--- src/cla_pkg.sv ---
// ----------------------------------------------------------------------------
// cla_pkg
// Types, widths, register indexes and reset values of the crash latch block.
// ----------------------------------------------------------------------------
package cla_pkg;

  localparam int unsigned AXIS_W  = 16;
  localparam int unsigned SQ_W    = 32;
  localparam int unsigned SUM_W   = 34;
  localparam int unsigned TIME_W  = 32;
  localparam int unsigned MS_W    = 16;
  localparam int unsigned IDX_W   = 8;
  localparam int unsigned DATA_W  = 32;

  // Register indexes on the configuration port.
  localparam logic [IDX_W-1:0] REG_THRESHOLD_SQ  = 8'd0;
  localparam logic [IDX_W-1:0] REG_BUZZER_MS     = 8'd1;
  localparam logic [IDX_W-1:0] REG_EMERGENCY_MS  = 8'd2;
  localparam logic [IDX_W-1:0] REG_SAFE_MS       = 8'd3;

  // Reset values; 40960^2 is 5 g at 8192 LSB per g.
  localparam logic [SQ_W-1:0] THRESHOLD_RST    = 32'd1677721600;
  localparam logic [MS_W-1:0] BUZZER_MS_RST    = 16'd5000;
  localparam logic [MS_W-1:0] EMERGENCY_MS_RST = 16'd100;
  localparam logic [MS_W-1:0] SAFE_MS_RST      = 16'd500;

  localparam logic REQ_TICK   = 1'b0;
  localparam logic REQ_SAMPLE = 1'b1;

  typedef struct packed {
    logic [SQ_W-1:0] threshold_sq;
    logic [MS_W-1:0] buzzer_ms;
    logic [MS_W-1:0] emergency_period_ms;
    logic [MS_W-1:0] safe_period_ms;
  } cfg_t;

  // Item after the squaring stage.
  typedef struct packed {
    logic            req_type;
    logic            tx_free;
    logic [SQ_W-1:0] sq_x;
    logic [SQ_W-1:0] sq_y;
    logic [SQ_W-1:0] sq_z;
  } sq_item_t;

  // Magnitude of a signed axis; the most negative value maps to 32768.
  function automatic logic [AXIS_W-1:0] abs_axis(input logic signed [AXIS_W-1:0] v);
    logic [AXIS_W-1:0] u;
    begin
      u = v;
      abs_axis = u[AXIS_W-1] ? (~u + 16'd1) : u;
    end
  endfunction

endpackage

--- src/cla_cfg_regs.sv ---
// ----------------------------------------------------------------------------
// cla_cfg_regs
// Configuration register file; writes to unknown indexes are dropped.
// ----------------------------------------------------------------------------
module cla_cfg_regs (
  input  logic                        clk,
  input  logic                        rst,
  input  logic                        wr_en,
  input  logic [cla_pkg::IDX_W-1:0]   wr_index,
  input  logic [cla_pkg::DATA_W-1:0]  wr_data,
  output cla_pkg::cfg_t               cfg
);

  always_ff @(posedge clk) begin
    if (rst) begin
      cfg.threshold_sq        <= cla_pkg::THRESHOLD_RST;
      cfg.buzzer_ms           <= cla_pkg::BUZZER_MS_RST;
      cfg.emergency_period_ms <= cla_pkg::EMERGENCY_MS_RST;
      cfg.safe_period_ms      <= cla_pkg::SAFE_MS_RST;
    end else if (wr_en) begin
      unique case (wr_index)
        cla_pkg::REG_THRESHOLD_SQ: cfg.threshold_sq        <= wr_data;
        cla_pkg::REG_BUZZER_MS:    cfg.buzzer_ms           <= wr_data[cla_pkg::MS_W-1:0];
        cla_pkg::REG_EMERGENCY_MS: cfg.emergency_period_ms <= wr_data[cla_pkg::MS_W-1:0];
        cla_pkg::REG_SAFE_MS:      cfg.safe_period_ms      <= wr_data[cla_pkg::MS_W-1:0];
        default: ;
      endcase
    end
  end

endmodule

--- src/cla_square_stage.sv ---
// ----------------------------------------------------------------------------
// cla_square_stage
// Input register: squares each axis magnitude on the way in.
// ----------------------------------------------------------------------------
module cla_square_stage (
  input  logic                               clk,
  input  logic                               rst,
  input  logic                               in_valid,
  output logic                               in_stall,
  input  logic                               req_type,
  input  logic signed [cla_pkg::AXIS_W-1:0]  accel_x,
  input  logic signed [cla_pkg::AXIS_W-1:0]  accel_y,
  input  logic signed [cla_pkg::AXIS_W-1:0]  accel_z,
  input  logic                               tx_free,
  input  logic                               take,
  output logic                               item_valid,
  output cla_pkg::sq_item_t                  item
);

  logic [cla_pkg::AXIS_W-1:0] mag_x;
  logic [cla_pkg::AXIS_W-1:0] mag_y;
  logic [cla_pkg::AXIS_W-1:0] mag_z;
  logic                       accept;

  assign mag_x    = cla_pkg::abs_axis(accel_x);
  assign mag_y    = cla_pkg::abs_axis(accel_y);
  assign mag_z    = cla_pkg::abs_axis(accel_z);
  // Hold off only while the held item cannot move on.
  assign in_stall = item_valid && !take;
  assign accept   = in_valid && !in_stall;

  always_ff @(posedge clk) begin
    if (rst) begin
      item_valid <= 1'b0;
    end else if (accept) begin
      item_valid <= 1'b1;
    end else if (take) begin
      item_valid <= 1'b0;
    end
  end

  always_ff @(posedge clk) begin
    if (accept) begin
      item.req_type <= req_type;
      item.tx_free  <= tx_free;
      item.sq_x     <= {16'd0, mag_x} * {16'd0, mag_x};
      item.sq_y     <= {16'd0, mag_y} * {16'd0, mag_y};
      item.sq_z     <= {16'd0, mag_z} * {16'd0, mag_z};
    end
  end

endmodule

--- src/cla_eval_stage.sv ---
// ----------------------------------------------------------------------------
// cla_eval_stage
// Crash test, timers and message requests; owns the state and result register.
// ----------------------------------------------------------------------------
module cla_eval_stage (
  input  logic               clk,
  input  logic               rst,
  input  cla_pkg::cfg_t      cfg,
  input  logic               item_valid,
  input  cla_pkg::sq_item_t  item,
  output logic               take,
  output logic               out_valid,
  input  logic               out_stall,
  output logic               crashed,
  output logic               buzzer_on,
  output logic               send_message,
  output logic               message_value
);

  logic [cla_pkg::TIME_W-1:0] now_ms;
  logic                       crash_flag;
  logic [cla_pkg::TIME_W-1:0] crash_stamp;
  logic [cla_pkg::TIME_W-1:0] last_emergency_stamp;
  logic [cla_pkg::TIME_W-1:0] last_safe_stamp;
  logic                       buzzer_state;

  logic [cla_pkg::TIME_W-1:0] now_ms_next;
  logic                       crash_flag_next;
  logic [cla_pkg::TIME_W-1:0] crash_stamp_next;
  logic [cla_pkg::TIME_W-1:0] last_emergency_stamp_next;
  logic [cla_pkg::TIME_W-1:0] last_safe_stamp_next;
  logic                       buzzer_state_next;
  logic                       send_next;

  logic [cla_pkg::SUM_W-1:0]  mag_sum;
  logic                       over;
  logic [cla_pkg::TIME_W-1:0] since_crash;
  logic [cla_pkg::TIME_W-1:0] since_emergency;
  logic [cla_pkg::TIME_W-1:0] since_safe;
  logic                       load_ok;

  assign load_ok = !out_valid || !out_stall;
  assign take    = item_valid && load_ok;

  assign mag_sum = {2'b00, item.sq_x} + {2'b00, item.sq_y} + {2'b00, item.sq_z};
  assign over    = mag_sum > {2'b00, cfg.threshold_sq};

  always_comb begin
    now_ms_next               = now_ms;
    crash_flag_next           = crash_flag;
    crash_stamp_next          = crash_stamp;
    last_emergency_stamp_next = last_emergency_stamp;
    last_safe_stamp_next      = last_safe_stamp;
    buzzer_state_next         = buzzer_state;
    send_next                 = 1'b0;
    since_crash               = '0;
    since_emergency           = now_ms - last_emergency_stamp;
    since_safe                = now_ms - last_safe_stamp;
    if (item.req_type == cla_pkg::REQ_TICK) begin
      now_ms_next = now_ms + 32'd1;
    end else begin
      if (!crash_flag && over) begin
        crash_flag_next  = 1'b1;
        crash_stamp_next = now_ms;
      end
      if (crash_flag_next) begin
        since_crash       = now_ms - crash_stamp_next;
        buzzer_state_next = since_crash <= {16'd0, cfg.buzzer_ms};
        if (since_emergency >= {16'd0, cfg.emergency_period_ms}) begin
          last_emergency_stamp_next = now_ms;
          send_next                 = item.tx_free;
        end
      end else if (since_safe >= {16'd0, cfg.safe_period_ms}) begin
        last_safe_stamp_next = now_ms;
        send_next            = item.tx_free;
      end
    end
  end

  always_ff @(posedge clk) begin
    if (rst) begin
      now_ms               <= '0;
      crash_flag           <= 1'b0;
      crash_stamp          <= '0;
      last_emergency_stamp <= '0;
      last_safe_stamp      <= '0;
      buzzer_state         <= 1'b0;
      out_valid            <= 1'b0;
    end else begin
      if (take) begin
        now_ms               <= now_ms_next;
        crash_flag           <= crash_flag_next;
        crash_stamp          <= crash_stamp_next;
        last_emergency_stamp <= last_emergency_stamp_next;
        last_safe_stamp      <= last_safe_stamp_next;
        buzzer_state         <= buzzer_state_next;
        out_valid            <= 1'b1;
      end else if (!out_stall) begin
        out_valid <= 1'b0;
      end
    end
  end

  always_ff @(posedge clk) begin
    if (take) begin
      crashed       <= crash_flag_next;
      buzzer_on     <= buzzer_state_next;
      send_message  <= send_next;
      message_value <= crash_flag_next;
    end
  end

endmodule

--- src/crash_latch_with_alarm_timers.sv ---
// ----------------------------------------------------------------------------
// crash_latch_with_alarm_timers
// Latches a crash on an over-threshold squared acceleration and paces alarms.
// ----------------------------------------------------------------------------
//  channel | handshake              | payload
//  --------+------------------------+---------------------------------------------
//  in      | in_valid / in_stall    | req_type, accel_x/y/z, tx_free
//  out     | out_valid / out_stall  | crashed, buzzer_on, send_message, message_value
//  cfg     | cfg_valid / cfg_ready  | cfg_index, cfg_data
//
// Each transaction passes the input register, which squares the three axes,
// then the result register, which takes the crash test and timers. One
// transaction is accepted per cycle while no result is stalled at the output;
// the limit is the state update in the evaluation stage. Reset clears the
// clock, latch, stamps and buzzer and restores the register defaults. in_stall
// rises only while the input register is full and a result is stalled there.
// ----------------------------------------------------------------------------
module crash_latch_with_alarm_timers (
  input  logic                               clk,
  input  logic                               rst,
  // Input transactions
  input  logic                               in_valid,
  output logic                               in_stall,
  input  logic                               req_type,
  input  logic signed [cla_pkg::AXIS_W-1:0]  accel_x,
  input  logic signed [cla_pkg::AXIS_W-1:0]  accel_y,
  input  logic signed [cla_pkg::AXIS_W-1:0]  accel_z,
  input  logic                               tx_free,
  // Result transactions
  output logic                               out_valid,
  input  logic                               out_stall,
  output logic                               crashed,
  output logic                               buzzer_on,
  output logic                               send_message,
  output logic                               message_value,
  // Configuration writes
  input  logic                               cfg_valid,
  output logic                               cfg_ready,
  input  logic [cla_pkg::IDX_W-1:0]          cfg_index,
  input  logic [cla_pkg::DATA_W-1:0]         cfg_data
);

  cla_pkg::cfg_t     cfg;
  cla_pkg::sq_item_t item;
  logic              item_valid;
  logic              take;

  // Registers must be written only while idle; unchecked, so always take the write.
  assign cfg_ready = 1'b1;

  cla_cfg_regs u_cfg (
    .clk      (clk),
    .rst      (rst),
    .wr_en    (cfg_valid && cfg_ready),
    .wr_index (cfg_index),
    .wr_data  (cfg_data),
    .cfg      (cfg)
  );

  // Square each axis as the transaction is captured.
  cla_square_stage u_sq (
    .clk        (clk),
    .rst        (rst),
    .in_valid   (in_valid),
    .in_stall   (in_stall),
    .req_type   (req_type),
    .accel_x    (accel_x),
    .accel_y    (accel_y),
    .accel_z    (accel_z),
    .tx_free    (tx_free),
    .take       (take),
    .item_valid (item_valid),
    .item       (item)
  );

  // Advance the clock, latch a crash and pace the messages.
  cla_eval_stage u_eval (
    .clk           (clk),
    .rst           (rst),
    .cfg           (cfg),
    .item_valid    (item_valid),
    .item          (item),
    .take          (take),
    .out_valid     (out_valid),
    .out_stall     (out_stall),
    .crashed       (crashed),
    .buzzer_on     (buzzer_on),
    .send_message  (send_message),
    .message_value (message_value)
  );

endmodule

--- config.mk ---
export PLATFORM = sky130hd
export DESIGN_NAME = crash_latch_with_alarm_timers
export DESIGN_NICKNAME = d
export VERILOG_FILES = /design/src/cla_pkg.sv /design/src/cla_cfg_regs.sv /design/src/cla_square_stage.sv /design/src/cla_eval_stage.sv /design/src/crash_latch_with_alarm_timers.sv
export SDC_FILE = /design/constraint.sdc
export NUM_CORES = 2
export LEC_CHECK = 0
export BUFFER_PORTS_ARGS = -buffer_cell sky130_fd_sc_hd__buf_2
export CELL_PAD_IN_SITES_DETAIL_PLACEMENT = 1
export CELL_PAD_IN_SITES_GLOBAL_PLACEMENT = 1
export CORE_ASPECT_RATIO = 1.4
export CORE_MARGIN = 8
export CORE_UTILIZATION = 40
export DETAILED_ROUTE_END_ITERATION = 7
export HOLD_SLACK_MARGIN = 0.05
export PLACE_DENSITY = 0.74
export SKIP_CTS_REPAIR_TIMING = 1
export SLEW_MARGIN = 20
export SYNTH_ARGS = -nofsm -noshare
export SYNTH_HDL_FRONTEND = slang
export SYNTH_SLANG_ARGS = --single-unit
export TNS_END_PERCENT = 1
--- constraint.sdc ---
create_clock -name clk -period 12.5 [get_ports clk]
set_input_delay 2.5 -clock clk [delete_from_list [all_inputs] [get_ports clk]]
set_output_delay 2.5 -clock clk [all_outputs]
set_load 0.005 [all_outputs]
==> results.yml <==
run_status:
  status: "complete, no violations"
yosys:
  ys.flop_type: "dfxtp_1"
  synth_top_area_share_pct: 23.09
  ys_warn_count: 0
  synthDistinctLibCells: 87
  yosysSeqAreaShare_pct: 16.71
  synth_edf_count: 98
  yosysMostFrequentCell: "inv_1"
  syn_area_mm2: 0.04301
  synth_area_leader_cell: "fa_1"
  ys_ff_latch: 310
  synth_top_cells_by_area: "fa_1 23%, ha_1 15%, dfxtp_1 9.9%, inv_1 7.9%, edfxtp_1 6.8%"
  synth_cells: 4956
  async_flop_share_pct: 0
  synth_common_cells: "910 x inv_1, 531 x ha_1, 496 x fa_1"
  syn_area_per_cell_um2: 8.678
timing:
  finalHoldViolCount: 0
  setup_viol: 0
  period_share_pct: 91.98
  worst_pin_slew_ns: 1.125
  fin_worst_skew_ns: 0.01725
  relSlewSlack_pct: 25.00
  rsz0062_at_grt: "no"
  maxSlewViolCount: 0
  max_freq_mhz: 86.97
  fin_crit_ns: 11.50
  setup-tns-final_ns: 0
  hold_slack_ns: 0.4547
routing:
  drt_iter0_drc: 1179
  via_per_inst: 5.285
  drc_errors: 0
  wl_mm: 124.7
  first_pass_iters: 5
  wl_per_cell_um: 19.06
  ant_nets: 0
  vias: 34570
finish:
  nets: 6189
  final_layout_size_suffix_gt1_share_pct: 5.297
  synthToLayoutAreaGrowth_pct: 8.641
placement:
  io_buffers: 100
  place_hpwl_mm: 104.0
  place.gp.congestion: 0.8765
clocking:
  clk_latency_ns: 0.57
  cts.path.max_buffers: 3
  htree_levels: 2
  cts_sinks: 310
  cts_made_buffers: 39
  clkTransAtPathRegs_ns: 0.06
  root_buffer: "clkbuf_16"
  cts_tree: "built"
global_route:
  grt_pass1_vias: 38630
  grt_pass1_wl_mm: 200.3
  grt_usage_pct: 20.96
  grt.overflow.total: 0
  antenna_found_initial: 8
  grt_max_degree: 130
floorplan:
  die_x_um: 293.1
  core_mm2: 0.1068
  start_util_pct: 40.28
  die_area_mm2: 0.1184
  num_rows: 142
  io_pins: 102
  die_h_um: 404.0
worst_hold_path:
  hp-class: "reg2reg"
flow_run:
  cap_violations: 0
worst_setup_path:
  arrival_ns: 11.98
  crit_type: "reg2reg"
  slowest_delay_ns: 0.47
  cp_slowest_cell: "or4b_1"
  startpoint_type: "flip-flop"
  critPathCaptureType: "flip-flop"
  cp_max_fo: 5
  critPathRequiredTime_ns: 12.98
## flip-flops by register name, summed over array words and instances (netlist names)
register,flops
u_sq.item_valid,1
u_cfg.cfg,80
u_eval.last_safe_stamp,32
u_eval.send_message,1
u_sq.item,95
u_eval.message_value,1
u_eval.now_ms,32
u_eval.out_valid,1
u_eval.buzzer_state,1
u_eval.crash_flag,1
u_eval.buzzer_on,1
u_eval.crash_stamp,32
u_eval.last_emergency_stamp,32
## worst max-delay path, delay by kind of cell (launching register included)
kind	cells	cell delay, ns
buffers and inverters	1	0.07
muxes	1	0.27
and+or+nand+nor	17	3.94
DFF	1	0.37
adders and majority gates	6	1.85
AOI/OAI and AO/OA	23	4.53
xor gates and xnor gates	3	0.39
## cell usage in the layout (no fill, tap or decap), types with 20 or more instances in the layout
cell type    n
conb_1      37
a21oi_1    288
or3_1       20
buf_4       58
nand3_1     61
and2_1      27
mux2i_1    116
edfxtp_1    98
o21a_1      49
buf_2       99
fa_1       496
nor2b_1     38
xor2_1     109
dfxtp_1    212
a21o_1      92
a211o_1     24
nand4_1     50
o21bai_1    23
and3_1      34
ha_1       531
clkinv_1    22
xnor2_1    164
inv_1      910
nor3_1      63
nand2b_1   141
clkbuf_16   42
nor2_1     431
nand2_1    400
a211oi_1    61
o21ai_0    131
## path summary, 6_finish.rpt
check / depth (start not counted) / slack (ns) / end / startpoint
worst max-delay path: 51 / 1.00 / u_eval.buzzer_state / u_sq.item[35]
worst min-delay path: 2 / 0.45 / u_cfg.cfg[26] / u_cfg.cfg[26]
worst max register to register: 51 / 1.00 / u_eval.buzzer_state / u_sq.item[35]
worst min register to register: 2 / 0.45 / u_cfg.cfg[26] / u_cfg.cfg[26]
## cell families (layout without fill, tap and decap cells)
group / count (synthesis) / in the layout / share of synthesized area [%]
flops: 310 / 310 / 16.71
buf+inv: 1058 / 1164 / 9.487
mux: 120 / 120 / 2.805
simple gates: 1328 / 1328 / 14.36
compound gates: 838 / 838 / 12.52
fa+ha+maj: 1027 / 1027 / 38.54
other cells: 2 / 42 / 0.01746
xor+xnor: 273 / 273 / 5.560
## area by class of cell
class	count	area (um2)
Fill cell	12740	60060
Sequential cell	310	7187
Clock inverter	20	232.7
Multi-Input combinational cell	3623	31920
Antenna cell	5	12.51
Inverter	935	3510
Timing Repair Buffer	158	942.2
Tap cell	1440	1802
Clock buffer	51	1115
## per-stage QoR
step                      instances  worst slack (ns)  instance area (um2)  util (%)
after global placement         6466            0.9890                45340     42.46
final                          6542             1.002                46720     43.76
after floorplan                4991             2.050                43140         -
after global routing           6542           0.05715                46720     43.76
after CTS                      6537            0.4825                46690     43.73
after detailed placement       6466            0.5746                45340     42.46
## layer usage
layer	vias up	track usage (%)	part of all wire, %
li1	16370	-	-
met1	17460	21.89	38
met2	465	41.46	55
met3	275	1.640	2.0
met4	2	10.38	5.7
met5	-	0	0.010
Power is not shown: default switching activity piles up to over one toggle a cycle in this logic, so the estimate is an artifact.
